`src/rtl/ir_ambient_rejected_distance_unit_defines.svh`:
```
// Assertion macros shared by the RTL of the ambient-rejected distance unit.
// Every macro samples on the rising edge of clock and is disabled in reset.
`ifndef IR_AMBIENT_REJECTED_DISTANCE_UNIT_DEFINES_SVH
`define IR_AMBIENT_REJECTED_DISTANCE_UNIT_DEFINES_SVH
`ifndef SYNTHESIS
// A condition that holds at every clock edge.
`define ARD_ASSERT(name, expr) \
   name: assert property (@(posedge clock) disable iff (reset) (expr)) \
      else $error("ir_ard check failed");
// A condition that implies another one in the same cycle.
`define ARD_ASSERT_IMPL(name, ante, cons) \
   name: assert property (@(posedge clock) disable iff (reset) (ante) |-> (cons)) \
      else $error("ir_ard check failed");
// A condition that implies another one in the next cycle.
`define ARD_ASSERT_NEXT(name, ante, cons) \
   name: assert property (@(posedge clock) disable iff (reset) (ante) |=> (cons)) \
      else $error("ir_ard check failed");
`else
`define ARD_ASSERT(name, expr)
`define ARD_ASSERT_IMPL(name, ante, cons)
`define ARD_ASSERT_NEXT(name, ante, cons)
`endif
`endif

```
`src/rtl/ir_ard_pkg.sv`:
```
`default_nettype none
package ir_ard_pkg;

   // Samples per reading of each kind; must be a power of two.
   localparam int SAMPLES_LOG2 = 3;
   localparam int SAMPLES      = 1 << SAMPLES_LOG2;
   localparam int CNT_W        = $clog2(SAMPLES + 1);
   localparam int TOTAL_W      = 18;

   // Distance clamp in millimeters.
   localparam logic [11:0] MAX_MM_Q4 = 12'd3520;
   // ln(2) in Q32.
   localparam logic [31:0] LN2_Q32 = 32'd2977044472;
   // Reciprocal of ten in Q16, exact for the clamped millimeter range.
   localparam logic [12:0] RECIP_TEN_Q16 = 13'd6554;

   // Output status codes.
   localparam logic [1:0] STATUS_CURVE        = 2'd0;
   localparam logic [1:0] STATUS_NO_SIGNAL    = 2'd1;
   localparam logic [1:0] STATUS_OUT_OF_CURVE = 2'd2;
   localparam logic [1:0] STATUS_RAW          = 2'd3;

   // Output unit codes.
   localparam logic [1:0] UNIT_RAW = 2'd0;
   localparam logic [1:0] UNIT_MM  = 2'd1;
   localparam logic [1:0] UNIT_CM  = 2'd2;

   // Configuration register indexes.
   localparam logic [1:0] CSR_CURVE_A = 2'd0;
   localparam logic [1:0] CSR_CURVE_B = 2'd1;
   localparam logic [1:0] CSR_CURVE_C = 2'd2;

   // Reset values of the curve registers.
   localparam logic [15:0] CURVE_A_RESET = 16'd43106;
   localparam logic [15:0] CURVE_B_RESET = 16'd1946;
   localparam logic [15:0] CURVE_C_RESET = 16'd4723;

   typedef struct packed {
      logic [11:0] sample;
      logic        emitter_lit;
      logic [1:0]  unit;
   } req_type;

   typedef struct packed {
      logic signed [16:0] value;
      logic [1:0]         status;
   } rsp_type;

   typedef struct packed {
      logic [15:0] curve_a;
      logic [15:0] curve_b;
      logic [15:0] curve_c;
   } curve_cfg_type;

endpackage
`default_nettype wire

```
`src/rtl/ir_ambient_rejected_distance_unit.sv`:
```
// Ambient-rejected infrared distance unit.
// Requests carry one 12-bit converter sample, a flag telling whether the
// emitter was lit, and the output unit. Requests move on req_valid/req_ready,
// results on rsp_valid/rsp_ready; a request is taken at an edge where valid
// and ready are both high. Curve registers A, B and C are written through
// csr_we/csr_index/csr_wdata; the user must write them only while the unit is idle (not enforced).
// Ambient and active samples are summed separately. Every request that does
// not complete a reading gives no result. The active request that completes
// a reading starts the curve engine. In curve mode the engine runs a
// normalization, sixteen bit-serial squarings, a serial multiply by ln(2)
// and a restoring division; a zero or negative logarithm skips the
// division. Raw mode and the special cases go straight to the output
// state. req_ready stays low while the engine runs.
// The result sits in an output register, so samples of the next reading
// are taken while it waits for rsp_ready; a stalled receiver only holds the
// engine in its final state. Synchronous reset clears the sums, counts and
// handshake state and reloads the curve registers with their defaults.
`default_nettype none
`include "ir_ambient_rejected_distance_unit_defines.svh"
module ir_ambient_rejected_distance_unit (
   input  wire                 clock,
   input  wire                 reset,
   input  wire                 req_valid,
   output logic                req_ready,
   input  ir_ard_pkg::req_type req_payload,
   output logic                rsp_valid,
   input  wire                 rsp_ready,
   output ir_ard_pkg::rsp_type rsp_payload,
   input  wire                 csr_we,
   input  wire  [1:0]          csr_index,
   input  wire  [15:0]         csr_wdata
);
   import ir_ard_pkg::*;

   curve_cfg_type      cfg_ff;
   logic [TOTAL_W-1:0] amb_total_ff, amb_total_in;
   logic [TOTAL_W-1:0] act_total_ff, act_total_in;
   logic [CNT_W-1:0]   amb_cnt_ff, amb_cnt_in;
   logic [CNT_W-1:0]   act_cnt_ff, act_cnt_in;
   logic               rsp_valid_ff;
   rsp_type            rsp_payload_ff;

   logic               accept;
   logic               eng_start, eng_idle, eng_done, out_free;
   logic [TOTAL_W-1:0] act_sum;
   logic [CNT_W-1:0]   act_cnt_next;
   logic signed [18:0] total_diff;
   logic [18:0]        diff_mag;
   logic [22:0]        scaled_mag;
   logic signed [16:0] diff_q4;
   rsp_type            eng_result;

   localparam logic [CNT_W-1:0] SAMPLES_W = CNT_W'(SAMPLES);

   // Curve configuration registers.
   always_ff @(posedge clock) begin
      if (reset) begin
         cfg_ff.curve_a <= CURVE_A_RESET;
         cfg_ff.curve_b <= CURVE_B_RESET;
         cfg_ff.curve_c <= CURVE_C_RESET;
      end else if (csr_we) begin
         if (csr_index == CSR_CURVE_A) cfg_ff.curve_a <= csr_wdata;
         if (csr_index == CSR_CURVE_B) cfg_ff.curve_b <= csr_wdata;
         if (csr_index == CSR_CURVE_C) cfg_ff.curve_c <= csr_wdata;
      end
   end

   assign accept       = req_valid && req_ready;
   assign req_ready    = eng_idle;
   assign act_sum      = act_total_ff + TOTAL_W'(req_payload.sample);
   assign act_cnt_next = act_cnt_ff + CNT_W'(1);
   assign eng_start    = accept && req_payload.emitter_lit && (act_cnt_next == SAMPLES_W);

   // Averaged difference in sixteenths, truncated toward zero.
   assign total_diff = $signed({1'b0, amb_total_ff}) - $signed({1'b0, act_sum});
   assign diff_mag   = total_diff[18] ? 19'(-total_diff) : 19'(total_diff);
   assign scaled_mag = {diff_mag, 4'd0} >> SAMPLES_LOG2;
   assign diff_q4    = total_diff[18] ? 17'(-$signed({1'b0, scaled_mag[16:0]}))
                                      : $signed(scaled_mag[16:0]);

   // Sample accumulation.
   always_comb begin
      amb_total_in = amb_total_ff;
      act_total_in = act_total_ff;
      amb_cnt_in   = amb_cnt_ff;
      act_cnt_in   = act_cnt_ff;
      if (accept) begin
         priority if (eng_start) begin
            amb_total_in = '0;
            act_total_in = '0;
            amb_cnt_in   = '0;
            act_cnt_in   = '0;
         end else if (req_payload.emitter_lit) begin
            act_total_in = act_sum;
            act_cnt_in   = act_cnt_next;
         end else if (amb_cnt_ff < SAMPLES_W) begin
            amb_total_in = amb_total_ff + TOTAL_W'(req_payload.sample);
            amb_cnt_in   = amb_cnt_ff + CNT_W'(1);
         end
      end
   end

   always_ff @(posedge clock) begin
      if (reset) begin
         amb_total_ff <= '0;
         act_total_ff <= '0;
         amb_cnt_ff   <= '0;
         act_cnt_ff   <= '0;
      end else begin
         amb_total_ff <= amb_total_in;
         act_total_ff <= act_total_in;
         amb_cnt_ff   <= amb_cnt_in;
         act_cnt_ff   <= act_cnt_in;
      end
   end

   ir_ard_curve u_curve (
      .clock    (clock),
      .reset    (reset),
      .start    (eng_start),
      .diff     (diff_q4),
      .unit     (req_payload.unit),
      .cfg      (cfg_ff),
      .out_free (out_free),
      .idle     (eng_idle),
      .done     (eng_done),
      .result   (eng_result)
   );

   // Output register.
   assign out_free = !rsp_valid_ff || rsp_ready;

   always_ff @(posedge clock) begin
      if (reset) begin
         rsp_valid_ff <= 1'b0;
      end else if (eng_done) begin
         rsp_valid_ff <= 1'b1;
      end else if (rsp_ready) begin
         rsp_valid_ff <= 1'b0;
      end
      if (eng_done) begin
         rsp_payload_ff <= eng_result;
      end
   end

   assign rsp_valid   = rsp_valid_ff;
   assign rsp_payload = rsp_payload_ff;

   `ARD_ASSERT_IMPL(a_start_when_idle, eng_start, eng_idle)
   `ARD_ASSERT_NEXT(a_clear_after_start, eng_start, act_cnt_ff == '0 && amb_cnt_ff == '0)
   `ARD_ASSERT(a_count_bound, amb_cnt_ff <= SAMPLES_W && act_cnt_ff < SAMPLES_W)
   `ARD_ASSERT_IMPL(a_done_needs_room, eng_done, !rsp_valid_ff || rsp_ready)

endmodule
`default_nettype wire

```
`src/rtl/ir_ard_curve.sv`:
```
`default_nettype none
module ir_ard_curve (
   input  wire                       clock,
   input  wire                       reset,
   input  wire                       start,
   input  wire  signed [16:0]        diff,
   input  wire  [1:0]                unit,
   input  ir_ard_pkg::curve_cfg_type cfg,
   input  wire                       out_free,
   output logic                      idle,
   output logic                      done,
   output ir_ard_pkg::rsp_type       result
);
   import ir_ard_pkg::*;

   typedef enum logic [8:0] {
      ST_IDLE  = 9'b000000001,
      ST_NORM  = 9'b000000010,
      ST_SQ    = 9'b000000100,
      ST_SQFIN = 9'b000001000,
      ST_LN    = 9'b000010000,
      ST_LNFIN = 9'b000100000,
      ST_DIV   = 9'b001000000,
      ST_FIN   = 9'b010000000,
      ST_OUT   = 9'b100000000
   } state_type;

   state_type          state_ff, state_in;
   logic signed [16:0] d_ff, d_in;
   logic [1:0]         unit_ff, unit_in;
   logic [31:0]        m_ff, m_in;
   logic [31:0]        mr_ff, mr_in;
   logic [63:0]        acc_ff, acc_in;
   logic [3:0]         p_ff, p_in;
   logic [15:0]        f_ff, f_in;
   logic [4:0]         bit_cnt_ff, bit_cnt_in;
   logic [3:0]         step_cnt_ff, step_cnt_in;
   logic [19:0]        rem_ff, rem_in;
   logic [19:0]        lnmag_ff, lnmag_in;
   logic               neg_ff, neg_in;
   logic [11:0]        mm_ff, mm_in;
   logic [1:0]         status_ff, status_in;

   logic signed [17:0] x_wide;
   logic [31:0]        mcand;
   logic [32:0]        psum;
   logic [15:0]        f_next;
   logic signed [4:0]  exp_part;
   logic signed [20:0] l2;
   logic [20:0]        l2_mag;
   logic [20:0]        trial;
   logic               trial_ge;
   logic [32:0]        q_minus_c;

   // Shared shift-add step: one multiplier bit per cycle into the top half.
   assign mcand = (state_ff == ST_LN) ? LN2_Q32 : m_ff;
   assign psum  = {1'b0, acc_ff[63:32]} + (mr_ff[0] ? {1'b0, mcand} : 33'd0);

   // Difference above the curve offset.
   assign x_wide = 18'(diff) - $signed({2'b00, cfg.curve_b});

   // Next fraction bit of the base-two logarithm and the signed result.
   assign f_next   = {f_ff[14:0], acc_ff[63]};
   assign exp_part = $signed({1'b0, p_ff}) - 5'sd4;
   assign l2       = {exp_part, f_next};
   assign l2_mag   = l2[20] ? 21'(-l2) : 21'(l2);

   // Restoring division step.
   assign trial    = {rem_ff, m_ff[31]};
   assign trial_ge = trial >= {1'b0, lnmag_ff};

   assign q_minus_c = {1'b0, m_ff} - {17'd0, cfg.curve_c};

   always_comb begin
      state_in    = state_ff;
      d_in        = d_ff;
      unit_in     = unit_ff;
      m_in        = m_ff;
      mr_in       = mr_ff;
      acc_in      = acc_ff;
      p_in        = p_ff;
      f_in        = f_ff;
      bit_cnt_in  = bit_cnt_ff;
      step_cnt_in = step_cnt_ff;
      rem_in      = rem_ff;
      lnmag_in    = lnmag_ff;
      neg_in      = neg_ff;
      mm_in       = mm_ff;
      status_in   = status_ff;
      done        = 1'b0;
      unique case (state_ff)
         ST_IDLE: begin
            if (start) begin
               d_in    = diff;
               unit_in = unit;
               mm_in   = MAX_MM_Q4;
               m_in    = {x_wide[15:0], 16'd0};
               p_in    = 4'd15;
               f_in    = '0;
               step_cnt_in = '0;
               priority if (unit == UNIT_RAW) begin
                  status_in = STATUS_RAW;
                  state_in  = ST_OUT;
               end else if (diff <= 17'sd16) begin
                  status_in = STATUS_NO_SIGNAL;
                  state_in  = ST_OUT;
               end else if (x_wide <= 18'sd0) begin
                  status_in = STATUS_OUT_OF_CURVE;
                  state_in  = ST_OUT;
               end else begin
                  status_in = STATUS_CURVE;
                  state_in  = ST_NORM;
               end
            end
         end
         // Normalize so the leading one sits at bit 31.
         ST_NORM: begin
            if (m_ff[31]) begin
               mr_in      = m_ff;
               acc_in     = '0;
               bit_cnt_in = '0;
               state_in   = ST_SQ;
            end else begin
               m_in = {m_ff[30:0], 1'b0};
               p_in = p_ff - 4'd1;
            end
         end
         // Square the mantissa, or multiply the logarithm by ln(2), one bit per cycle.
         ST_SQ, ST_LN: begin
            acc_in     = {psum, acc_ff[31:1]};
            mr_in      = {1'b0, mr_ff[31:1]};
            bit_cnt_in = bit_cnt_ff + 5'd1;
            if (bit_cnt_ff == 5'd31) begin
               state_in = (state_ff == ST_SQ) ? ST_SQFIN : ST_LNFIN;
            end
         end
         // Renormalize the square and take one fraction bit; after the last squaring, start the ln(2) multiply.
         ST_SQFIN: begin
            m_in        = acc_ff[63] ? acc_ff[63:32] : acc_ff[62:31];
            f_in        = f_next;
            step_cnt_in = step_cnt_ff + 4'd1;
            acc_in      = '0;
            bit_cnt_in  = '0;
            if (step_cnt_ff == 4'd15) begin
               neg_in   = l2[20];
               mr_in    = {12'd0, l2_mag[19:0]};
               state_in = ST_LN;
            end else begin
               mr_in    = acc_ff[63] ? acc_ff[63:32] : acc_ff[62:31];
               state_in = ST_SQ;
            end
         end
         // Natural logarithm magnitude is known; pick the path.
         ST_LNFIN: begin
            lnmag_in   = acc_ff[51:32];
            m_in       = {cfg.curve_a, 16'd0};
            rem_in     = '0;
            bit_cnt_in = '0;
            priority if (acc_ff[51:32] == 20'd0) begin
               mm_in    = MAX_MM_Q4;
               state_in = ST_OUT;
            end else if (neg_ff) begin
               mm_in    = '0;
               state_in = ST_OUT;
            end else begin
               state_in = ST_DIV;
            end
         end
         ST_DIV: begin
            rem_in     = trial_ge ? 20'(trial - {1'b0, lnmag_ff}) : trial[19:0];
            m_in       = {m_ff[30:0], trial_ge};
            bit_cnt_in = bit_cnt_ff + 5'd1;
            if (bit_cnt_ff == 5'd31) begin
               state_in = ST_FIN;
            end
         end
         // Subtract C and clamp to the curve range.
         ST_FIN: begin
            priority if (q_minus_c[32] || q_minus_c == 33'd0) begin
               mm_in = '0;
            end else if (q_minus_c > {21'd0, MAX_MM_Q4}) begin
               mm_in = MAX_MM_Q4;
            end else begin
               mm_in = q_minus_c[11:0];
            end
            state_in = ST_OUT;
         end
         ST_OUT: begin
            if (out_free) begin
               done     = 1'b1;
               state_in = ST_IDLE;
            end
         end
         default: begin
            state_in = ST_IDLE;
         end
      endcase
   end

   always_ff @(posedge clock) begin
      if (reset) begin
         state_ff <= ST_IDLE;
      end else begin
         state_ff <= state_in;
      end
      d_ff        <= d_in;
      unit_ff     <= unit_in;
      m_ff        <= m_in;
      mr_ff       <= mr_in;
      acc_ff      <= acc_in;
      p_ff        <= p_in;
      f_ff        <= f_in;
      bit_cnt_ff  <= bit_cnt_in;
      step_cnt_ff <= step_cnt_in;
      rem_ff      <= rem_in;
      lnmag_ff    <= lnmag_in;
      neg_ff      <= neg_in;
      mm_ff       <= mm_in;
      status_ff   <= status_in;
   end

   // Result selection by status and unit.
   logic [25:0] cm_full;
   assign cm_full = ({1'b0, mm_ff} + 13'd5) * RECIP_TEN_Q16;

   always_comb begin
      result.status = status_ff;
      priority if (status_ff == STATUS_RAW) begin
         result.value = d_ff;
      end else if (unit_ff == UNIT_CM) begin
         result.value = $signed({7'd0, cm_full[25:16]});
      end else begin
         result.value = $signed({5'd0, mm_ff});
      end
   end

   assign idle = (state_ff == ST_IDLE);

endmodule
`default_nettype wire
```
`config.mk`:
```
export PLATFORM = sky130hd
export DESIGN_NAME = ir_ambient_rejected_distance_unit
export DESIGN_NICKNAME = d
export VERILOG_FILES = /design/src/rtl/ir_ard_pkg.sv /design/src/rtl/ir_ambient_rejected_distance_unit.sv /design/src/rtl/ir_ard_curve.sv
export VERILOG_INCLUDE_DIRS = /design/src /design/src/rtl
export SDC_FILE = /design/constraint.sdc
export NUM_CORES = 1
export LEC_CHECK = 0
export BUFFER_PORTS_ARGS = -buffer_cell sky130_fd_sc_hd__buf_2
export CAP_MARGIN = 20
export CORE_MARGIN = 1
export CORE_UTILIZATION = 60
export DETAILED_ROUTE_END_ITERATION = 16
export PLACE_DENSITY = 0.89
export SLEW_MARGIN = 15
export SYNTH_ARGS = -nofsm -noshare
export SYNTH_HDL_FRONTEND = slang
export SYNTH_SLANG_ARGS = --single-unit
export TNS_END_PERCENT = 30
```
`constraint.sdc`:
```
create_clock -name clock -period 14.5 [get_ports clock]
set_clock_uncertainty 0.2 [all_clocks]
set_input_delay 0 -clock clock [delete_from_list [all_inputs] [get_ports clock]]
set_output_delay 0 -clock clock [all_outputs]
set_load 0.02 [all_outputs]
```
==> key figures <==
Run status
  • Status: completed

Logic synthesis
  • Syn Nets: approximately 2,900
  • Main flop type after synthesis: edfxtp_1
  • Synth area leaders: edfxtp_1 (27%), ha_1 (12%), dfxtp_1 (8.5%), a21oi_1 (4.3%), fa_1 (4.2%)
  • Register area share after synthesis: 0.356
  • Yosys warns: 0
  • Post-synthesis register bit count: roughly 320
  • Yosys cell types: 91
  • Most common cell in the netlist: nand2_1
  • Synth area leader: edfxtp_1
  • Synth top cells by count: nand2_1 (232), ha_1 (228), nor2_1 (228)
  • Post-Syn Area: approximately 24,000 um^2
  • Post-synth EDFFs: about 220
  • Yosys top cell area share: 0.271
  • Mean Syn Cell Area: slightly above 9 um^2
  • Syn Inst Count: ~2,600
  • Async set or reset register ratio after synthesis: 0

Detailed routing
  • DR vias/cell: roughly 6.5
  • # DRC: 0
  • Overall routed net length: 68.2 mm
  • Routed vias: 21,100
  • Drt initial violations: around 2,000
  • Final ANT Viol Nets: 0
  • Drt wl/cell: between 20 and 25 um
  • Pre-antenna DRT Iters: 5

Power and ir drop
  • Leakage: approximately 11 nW
  • Final Power: about 2.7 mW
  • Max VDD drop: between 0.09 and 0.1 mV
  • PD cells: a little over 100 nW/um^2

STA
  • Final Critical Period: 10,250 ps
  • Period utilization: 0.707
  • Setup violators final: 0
  • Fmax: a little under 100 MHz
  • Max Slew Vio Count: 0
  • Rel. slew slack: 0.278
  • RSZ-0062 raised after global routing: false
  • Final Hold Viols: 0
  • Sum Neg Setup Slack: 0 ps
  • Worst-margin pin slew: approximately 1100 ps

Clock tree
  • Sink Count: 319
  • Post-CTS sizing: 0
  • Clk buf depth: 3
  • H-tree lvl count: 2
  • Worst-skew pair later-pin latency: 550 ps
  • Clock-pin slew on the worst setup and hold paths: 70 ps
  • Clock root cell: clkbuf_16
  • Total CTS buffers: 37
  • CTS tree: yes

Die
  • Starting Density: 0.615
  • Die height: 202 um
  • Full die area: approximately 41,000 um^2
  • Standard-cell rows: 72
  • Core ar.: 39,100 um^2
  • Die width: ~200 um
  • Top Ports: 59

Final layout
  • Fraction of layout instances using a drive strength above 1: 0.0742
  • Synthesis-to-layout area growth: 10.5%
  • Final core occ: 0.679
  • # fillers: about 2,900
  • Nets: between 2,000 and 3,000

Setup path
  • Slowest CP cell: a21oi_2
  • Crit-path max FO: 19
  • Setup CP Type: reg2reg
  • CP endpoint kind: flop
  • Data arrival, critical path: roughly 10,000 ps
  • CP peak stage delay: around 630 ps
  • Critical Path RT: roughly 15,000 ps
  • Startpoint Class: flop
  • CP dominant cell by count: a21oi_1

Placed design
  • HPWL after DPL: 47.9 mm
  • IO Port Bufs: 58
  • Final Wtd Congestion: around 0.97

Global route
  • Overflow left after global routing: 0
  • Tot GR Track Use: 0.330
  • Global-route wire length before repair: ~110 mm
  • Antenna violations before repair: 1
  • Largest net degree at the start of global routing: between 90 and 100
  • Vias in the first global route: around 21,000

Min path
  • Hold Path Class: in2reg

Job
  • Max cap viols: 0
==> per-layer routing <==
metal | share of wire | routed length (um) | global-route usage
met5 | 0 | 0 | 0
met4 | 0.040 | 2710 | 0.129
met3 | 0.097 | 6620 | 0.0606
met2 | 0.47 | 32300 | 0.551
met1 | 0.39 | 26600 | 0.423
==> registers in the layout, indices dropped and copies added (netlist names) <==
| register | cells |
|---|---|
| act_cnt_ff | 4 |
| act_total_ff | 18 |
| amb_cnt_ff | 4 |
| amb_total_ff | 18 |
| cfg_ff | 48 |
| rsp_payload | 19 |
| rsp_valid | 1 |
| u_curve.acc_ff | 33 |
| u_curve.bit_cnt_ff | 5 |
| u_curve.d_ff | 16 |
| u_curve.f_ff | 15 |
| u_curve.lnmag_ff | 20 |
| u_curve.m_ff | 32 |
| u_curve.mm_ff | 12 |
| u_curve.mr_ff | 32 |
| u_curve.neg_ff | 1 |
| u_curve.p_ff | 4 |
| u_curve.rem_ff | 20 |
| u_curve.state_ff | 9 |
| u_curve.status_ff | 2 |
| u_curve.step_cnt_ff | 4 |
| u_curve.unit_ff | 2 |
==> logic make-up after synthesis <==
group	Yosys count	share of synthesized area
AO/OA/AOI/OAI	678	0.185
XOR/XNOR	169	0.0625
adder cells (fa/ha/maj)	278	0.160
buffers and inverters	273	0.0430
flip-flops	319	0.356
multiplexers	50	0.0210
AND/OR/NAND/NOR	842	0.172
==> worst max-delay path: cells and delay by family (launching register included) <==
kind / cells / cell delay (ps)
compound gates: 26 / 5620
xor+xnor: 2 / 270
fa+ha+maj: 5 / 1550
buf+inv: 1 / 100
flops: 1 / 320
mux: 1 / 100
simple gates: 7 / 1890
==> repair_timing <==
action | CTS | global route
buffers inserted | 0 | 0
endpoints found under the hold margin | 80 | 0
hold buffers | 49 | 0
==> cell type report <==
type                       count  area [um^2]  share of cell area
sequential                   319         8560               0.322
clock buffer                  43         1030              0.0389
clock inverter                25          239             0.00900
multi-input combinational   2017        14500               0.544
timing repair buffer         129          957              0.0360
inverter                     177          664              0.0250
antenna                        1         2.50           0.0000942
tap                          518          648              0.0244
==> cell usage in the layout, fill, tap and decap left out, types with 40 or more instances in the layout <==
cell           count
a21o_1            41
a21oi_1          206
and3_1            41
buf_2             58
clkbuf_16         40
dfxtp_1          102
dlygate4sd3_1     49
edfxtp_1         217
fa_1              50
ha_1             228
inv_1            176
mux2i_1           47
nand2_1          231
nand3_1           62
nor2_1           226
nor3_1            51
o21ai_0          146
xnor2_1          105
xor2_1            61
==> stage by stage <==
stage / setup slack (ps) / cells / hold WS, ps / cell area [um^2]
2_1_floorplan: 5830 / 2609 / -101 / 24000
6_report: 4250 / 3229 / 45.4 / 26600
3_5_place_dp: 4580 / 3109 / 53.7 / 24800
5_1_grt: 3550 / 3229 / 61.7 / 26600
4_1_cts: 4540 / 3226 / 30.0 / 26500
3_3_place_gp: 4920 / 3108 / 49.3 / 24800
==> report_power, final <==
part	leakage (nW)	total (mW)	internal [mW]	switching, mW
combinational	7.68	0.714	0.276	0.438
sequential	2.88	1.01	0.998	0.0135
clock	0.624	0.985	0.571	0.414
total	11.2	2.71	1.85	0.865
==> path summary, 6_finish.rpt <==
check | start | end | slack, ps | cells after the start
hold reg to reg | cfg_ff[27] | cfg_ff[27] | 260 | 2
hold / removal | req_payload[0] | u_curve.unit_ff[0] | 50 | 2
setup / recovery | act_total_ff[0] | u_curve.state_ff[1] | 4250 | 42
setup reg to reg | act_total_ff[0] | u_curve.state_ff[1] | 4250 | 42
(Power assumes the default switching activity.)
